`src/rtl/core/lgtr_pkg.sv`:
```
// lgtr_pkg: shared types, constants and codes of the lda gibbs topic resampler
// transaction structs, controller state codes, command and status bundles
// depends on nothing
package lgtr_pkg;

  // fixed field widths
  localparam int TOPIC_W  = 4;
  localparam int TOKEN_W  = 16;
  localparam int DOC_W    = 10;
  localparam int TERM_W   = 12;
  localparam int FRAC_W   = 16;
  localparam int PRIOR_W  = 16;
  localparam int KCFG_W   = 5;
  localparam int VCFG_W   = 13;
  localparam int CFG_IDX_W = 2;
  localparam int CFG_DATA_W = 16;
  localparam int TOTAL_W  = 24;
  localparam int WEIGHT_W = 48;
  localparam int FRAC_SHIFT = 12;

  // parameter defaults
  localparam int DEF_MAX_TOPICS = 16;
  localparam int DEF_MAX_TERMS  = 4096;
  localparam int DEF_MAX_DOCS   = 1024;
  localparam int DEF_MAX_TOKENS = 65536;
  localparam int DEF_COUNT_BITS = 16;

  // register reset values
  localparam logic [KCFG_W-1:0]  RST_TOPICS = 5'd16;
  localparam logic [VCFG_W-1:0]  RST_TERMS  = 13'd4096;
  localparam logic [PRIOR_W-1:0] RST_ALPHA  = 16'd4096;
  localparam logic [PRIOR_W-1:0] RST_BETA   = 16'd410;

  localparam logic ACT_INIT     = 1'b0;
  localparam logic ACT_RESAMPLE = 1'b1;

  typedef enum logic [CFG_IDX_W-1:0] {
    CFG_TOPICS = 2'd0,
    CFG_TERMS  = 2'd1,
    CFG_ALPHA  = 2'd2,
    CFG_BETA   = 2'd3
  } lgtr_cfg_idx_t;

  typedef struct packed {
    logic               action;
    logic [TOKEN_W-1:0] token_index;
    logic [DOC_W-1:0]   doc_index;
    logic [TERM_W-1:0]  term_index;
    logic [FRAC_W-1:0]  random_fraction;
  } lgtr_in_t;

  typedef struct packed {
    logic [TOPIC_W-1:0] new_topic;
    logic [TOPIC_W-1:0] old_topic;
  } lgtr_out_t;

  typedef enum logic [4:0] {
    S_CLEAR, S_IDLE, S_TOK_RD, S_OLD_LD, S_REM_RD, S_REM_WR,
    S_W_RD, S_W_LOAD, S_W_MUL_LO, S_W_MUL_HI, S_W_DIV_LD, S_W_DIV, S_W_ACC,
    S_THR_MUL, S_THR_ADD, S_SEARCH, S_INIT, S_ADD_RD, S_ADD_WR, S_DONE
  } lgtr_state_t;

  // which topic addresses the count stores
  typedef enum logic [1:0] {
    TSEL_OLD = 2'd0,
    TSEL_K   = 2'd1,
    TSEL_NEW = 2'd2
  } lgtr_tsel_t;

  typedef struct packed {
    logic       latch_in;
    logic       clr_wr;
    logic       old_ld;
    logic       init_calc;
    lgtr_tsel_t tsel;
    logic       cnt_wr;
    logic       cnt_inc;
    logic       tok_wr;
    logic       k_clr;
    logic       w_load;
    logic       mul_lo;
    logic       mul_hi;
    logic       div_load;
    logic       div_step;
    logic       w_store;
    logic       thr_mul;
    logic       thr_add;
    logic       srch_step;
  } lgtr_cmd_t;

  typedef struct packed {
    logic is_resample;
    logic clear_done;
    logic div_last;
    logic k_last;
    logic hit;
  } lgtr_status_t;

endpackage

```
`src/rtl/core/lgtr_ctrl.sv`:
```
// lgtr_ctrl: sequencer of the topic resampler
// walks clear, remove, weigh, threshold, search, init and add phases
// depends on lgtr_pkg
module lgtr_ctrl import lgtr_pkg::*; (
  input  logic         clk,
  input  logic         rst_n,
  input  logic         start,
  input  lgtr_status_t sts,
  output lgtr_cmd_t    cmd,
  output logic         busy,
  output logic         out_valid
);

  lgtr_state_t state_r, state_nxt;

  // state register
  always_ff @(posedge clk) begin
    if (!rst_n) begin
      state_r <= S_CLEAR;
    end else begin
      state_r <= state_nxt;
    end
  end

  // next state
  always_comb begin
    state_nxt = state_r;
    unique case (state_r)
      S_CLEAR:    if (sts.clear_done) state_nxt = S_IDLE;
      S_IDLE:     if (start) state_nxt = S_TOK_RD;
      S_TOK_RD:   state_nxt = sts.is_resample ? S_OLD_LD : S_INIT;
      S_OLD_LD:   state_nxt = S_REM_RD;
      S_REM_RD:   state_nxt = S_REM_WR;
      S_REM_WR:   state_nxt = S_W_RD;
      S_W_RD:     state_nxt = S_W_LOAD;
      S_W_LOAD:   state_nxt = S_W_MUL_LO;
      S_W_MUL_LO: state_nxt = S_W_MUL_HI;
      S_W_MUL_HI: state_nxt = S_W_DIV_LD;
      S_W_DIV_LD: state_nxt = S_W_DIV;
      S_W_DIV:    if (sts.div_last) state_nxt = S_W_ACC;
      S_W_ACC:    state_nxt = sts.k_last ? S_THR_MUL : S_W_RD;
      S_THR_MUL:  state_nxt = S_THR_ADD;
      S_THR_ADD:  state_nxt = S_SEARCH;
      S_SEARCH:   if (sts.hit) state_nxt = S_ADD_RD;
      S_INIT:     state_nxt = S_ADD_RD;
      S_ADD_RD:   state_nxt = S_ADD_WR;
      S_ADD_WR:   state_nxt = S_DONE;
      S_DONE:     state_nxt = S_IDLE;
      default:    state_nxt = S_IDLE;
    endcase
  end

  // command decode
  always_comb begin
    cmd       = '0;
    cmd.tsel  = TSEL_K;
    busy      = 1'b1;
    out_valid = 1'b0;
    unique case (state_r)
      S_CLEAR:    cmd.clr_wr = 1'b1;
      S_IDLE: begin
        busy         = 1'b0;
        cmd.latch_in = start;
      end
      S_TOK_RD:   ;
      S_OLD_LD:   cmd.old_ld = 1'b1;
      S_REM_RD:   cmd.tsel = TSEL_OLD;
      S_REM_WR: begin
        cmd.tsel   = TSEL_OLD;
        cmd.cnt_wr = 1'b1;
        cmd.k_clr  = 1'b1;
      end
      S_W_RD:     ;
      S_W_LOAD:   cmd.w_load = 1'b1;
      S_W_MUL_LO: cmd.mul_lo = 1'b1;
      S_W_MUL_HI: cmd.mul_hi = 1'b1;
      S_W_DIV_LD: cmd.div_load = 1'b1;
      S_W_DIV:    cmd.div_step = 1'b1;
      S_W_ACC:    cmd.w_store = 1'b1;
      S_THR_MUL: begin
        cmd.thr_mul = 1'b1;
        cmd.k_clr   = 1'b1;
      end
      S_THR_ADD:  cmd.thr_add = 1'b1;
      S_SEARCH:   cmd.srch_step = 1'b1;
      S_INIT:     cmd.init_calc = 1'b1;
      S_ADD_RD:   cmd.tsel = TSEL_NEW;
      S_ADD_WR: begin
        cmd.tsel    = TSEL_NEW;
        cmd.cnt_wr  = 1'b1;
        cmd.cnt_inc = 1'b1;
        cmd.tok_wr  = 1'b1;
      end
      S_DONE:     out_valid = 1'b1;
      default:    ;
    endcase
  end

endmodule

```
`config.mk`:
```
export PLATFORM = sky130hd
export DESIGN_NAME = lgtr_ctrl
export DESIGN_NICKNAME = d
export VERILOG_FILES = /design/src/rtl/core/lgtr_pkg.sv /design/src/rtl/core/lgtr_ctrl.sv
export SDC_FILE = /design/constraint.sdc
export NUM_CORES = 1
export LEC_CHECK = 0
export BUFFER_PORTS_ARGS = -buffer_cell sky130_fd_sc_hd__buf_2
export CAP_MARGIN = 20
export CELL_PAD_IN_SITES_DETAIL_PLACEMENT = 1
export CELL_PAD_IN_SITES_GLOBAL_PLACEMENT = 1
export CORE_MARGIN = 2
export CORE_UTILIZATION = 30
export CTS_BUF_LIST = sky130_fd_sc_hd__clkbuf_16
export DETAILED_ROUTE_END_ITERATION = 10
export PLACE_DENSITY_LB_ADDON = 0.1
export SETUP_SLACK_MARGIN = 0.1
export SLEW_MARGIN = 20
export SYNTH_ARGS = -nofsm -noshare
export SYNTH_HDL_FRONTEND = slang
export SYNTH_SLANG_ARGS = --single-unit
```
`constraint.sdc`:
```
create_clock -name clk -period 1.72 [get_ports clk]
set_input_delay 0.086 -clock clk [delete_from_list [all_inputs] [get_ports clk]]
set_output_delay 0.086 -clock clk [all_outputs]
set_load 0.02 [all_outputs]
```
==> run metrics <==
status=finished clean; synth top area cells=dfxtp_1 (17%), nor3b_1 (7.6%), nand2_1 (6.3%), nor2_1 (6.3%), nor2b_1 (5.3%); Post-synth EDFFs=0; fin nets=125; DR pass1 iterations=4; Worst slew margin=0.743; crit path kind=reg -> out; biggest regs=state_r x5; Hold WC Path Type=in -> reg; final hold violations=0; Worst-Margin Slew=376 ps; CTS Buf Count=3; CTS tree=yes; clock share of power=0.646; Fin Setup TNS=0 ps; fraction of layout cells with a size suffix above 1=0.422; combinational share of power=0.139; Root Buffer=clkbuf_16; Die ar.=2360 sq um; Synth top area share=0.168; clk buf depth=2; register area share after synthesis=0.168; setup violators final=0; WL/cell=15.2 microns; core box area=1920 sq um; P_int=455 uW; Mapped Nets=94; cell area after synthesis=596 sq um; syn_area_per_cell=6.93 sq um; 1st-iter DRT viols=10; Worst-path clk slew=30 ps; Layout Skew=2.79 ps; period utilization=0.885; die height=48.6 microns; clk sinks=5; Synthesis Warnings=0; VDD IR max=547 uV; LEAKAGE=0.429 nW; clock latency on the worst-skew pair=230 ps; antenna cells=0; Async SR Flop Fraction=0; DRT Wirelength=2180 microns; Most used DFF post-synth=dfxtp_1; crit path DAT=1440 ps; I/O Pins=29; GRT Util Overall=0.200; via count=763; sequential share of power=0.215; crit-path max FO=10; vias per cell=5.34; GPL Wtd Cong=0.818; Switch Pwr=140 uW; Sw Share=0.235; Worst Path Required=1630 ps; Distinct cells, synth=32; CTS H-tree lvls=1; Max-Cap Viols=0; IO buf count=28; hold slack=133 ps; post-synthesis cell count=86; DRC=0; RSZ-0062 raised after global routing=yes; row cnt=16; Cell Pwr Density=657 nW/um^2; #FFs+latches synth=5; Max Slew Vio Count=0; number of global-route vias before repair=673; cell taking the most area after synthesis=dfxtp_1; largest net degree at the start of global routing=15; max frequency=0.657 GHz; initial antenna violation count=0; Area Overhead vs Synth=51.9%; Largest Register=state_r; detailed placement HPWL=1560 microns; die width=48.6 microns; CP Capture Type=output port; Final min period=1520 ps; CP Launch Type=flop; Detail Route Antenna Nets=0; GRT overflow=0; Post-synth top cells=nand2_1 (10), nor2_1 (10), nor3_1 (6), nor3b_1 (6); first-pass GRT wire length=3630 microns; Initial Utilization=0.310; Post-CTS Setup Bufs=0; max reg flops=5
-- power groups by stage --
stage	Combinational (mW)	Sequential, mW	Clock (mW)
after global routing	0.0915	0.128	0.401
after global placement	0.0761	0.129	0
after detailed placement	0.0761	0.129	0
final	0.0824	0.128	0.384
after floorplan	0.0534	0.122	0
after CTS	0.0786	0.128	0.380
-- repair_timing --
| item | 4_1_cts | 5_1_grt |
|---|---|---|
| hold buffers | 0 | 0 |
| hold endpoints to repair | 0 | 0 |
| setup endpoints to repair | 9 | 4 |
| resized for setup | 7 | 7 |
-- cell families after synthesis --
| family | share of synthesized area |
|---|---|
| simple gates | 0.454 |
| compound gates | 0.271 |
| buf+inv | 0.0777 |
| flops | 0.168 |
| xor+xnor | 0.0294 |
-- stage by stage --
stage                     instance area, sq um  power, mW   util  instances  setup WS, ps
after CTS                                  873      0.586  0.454        143          71.6
final                                      905      0.594  0.471        143           198
after floorplan                            601      0.176      -         86           191
after global routing                       905      0.621  0.471        143          70.3
after global placement                     781      0.205  0.406        139           183
after detailed placement                   781      0.205  0.406        139           182
-- critical path: stages (launching register included) --
cell and delay (ps):
dfxtp_4 400, buf_6 170, xor2_2 170, nand2_1 70
o21ai_0 170, nand2_1 70, buf_2 150
-- metal layers --
metal	vias up	routed length, microns	track usage
met2	25	1040	0.317
met5	-	0	0
met3	5	105	0.0494
met4	0	54	0.110
li1	369	-	-
met1	364	978	0.249
-- layout make-up --
class / count / area, sq um
Fill cell: 258 / 1020
Multi-Input combinational cell: 71 / 480
Timing Repair Buffer: 34 / 193
Sequential cell: 5 / 111
Clock buffer: 3 / 75.1
Tap cell: 27 / 33.8
Inverter: 2 / 7.51
Clock inverter: 1 / 3.75
-- worst paths after layout --
check	from	end	slack, ps	depth (start not counted)
worst max-delay path	state_r[0]	cmd[13]	200	6
worst min-delay path	rst_n	state_r[2]	130	2
worst max register to register	state_r[4]	state_r[2]	250	4
worst min register to register	state_r[4]	state_r[1]	750	2
-- cells in the final DEF (no fill, tap or decap), drive strengths merged, types with 2 or more instances in the layout --
cell and instances:
a21oi 3, inv 3, and3 3, a2111oi 2
nor2b 5, a31oi 3, nand3b 2, clkbuf 3
nor2 10, nor4b 2, o21a 2, xor2 2
nand2 10, buf 34, nor3b 6, nor3 6
o21ai 5, dfxtp 5
Power figures use the tool's default switching activity.
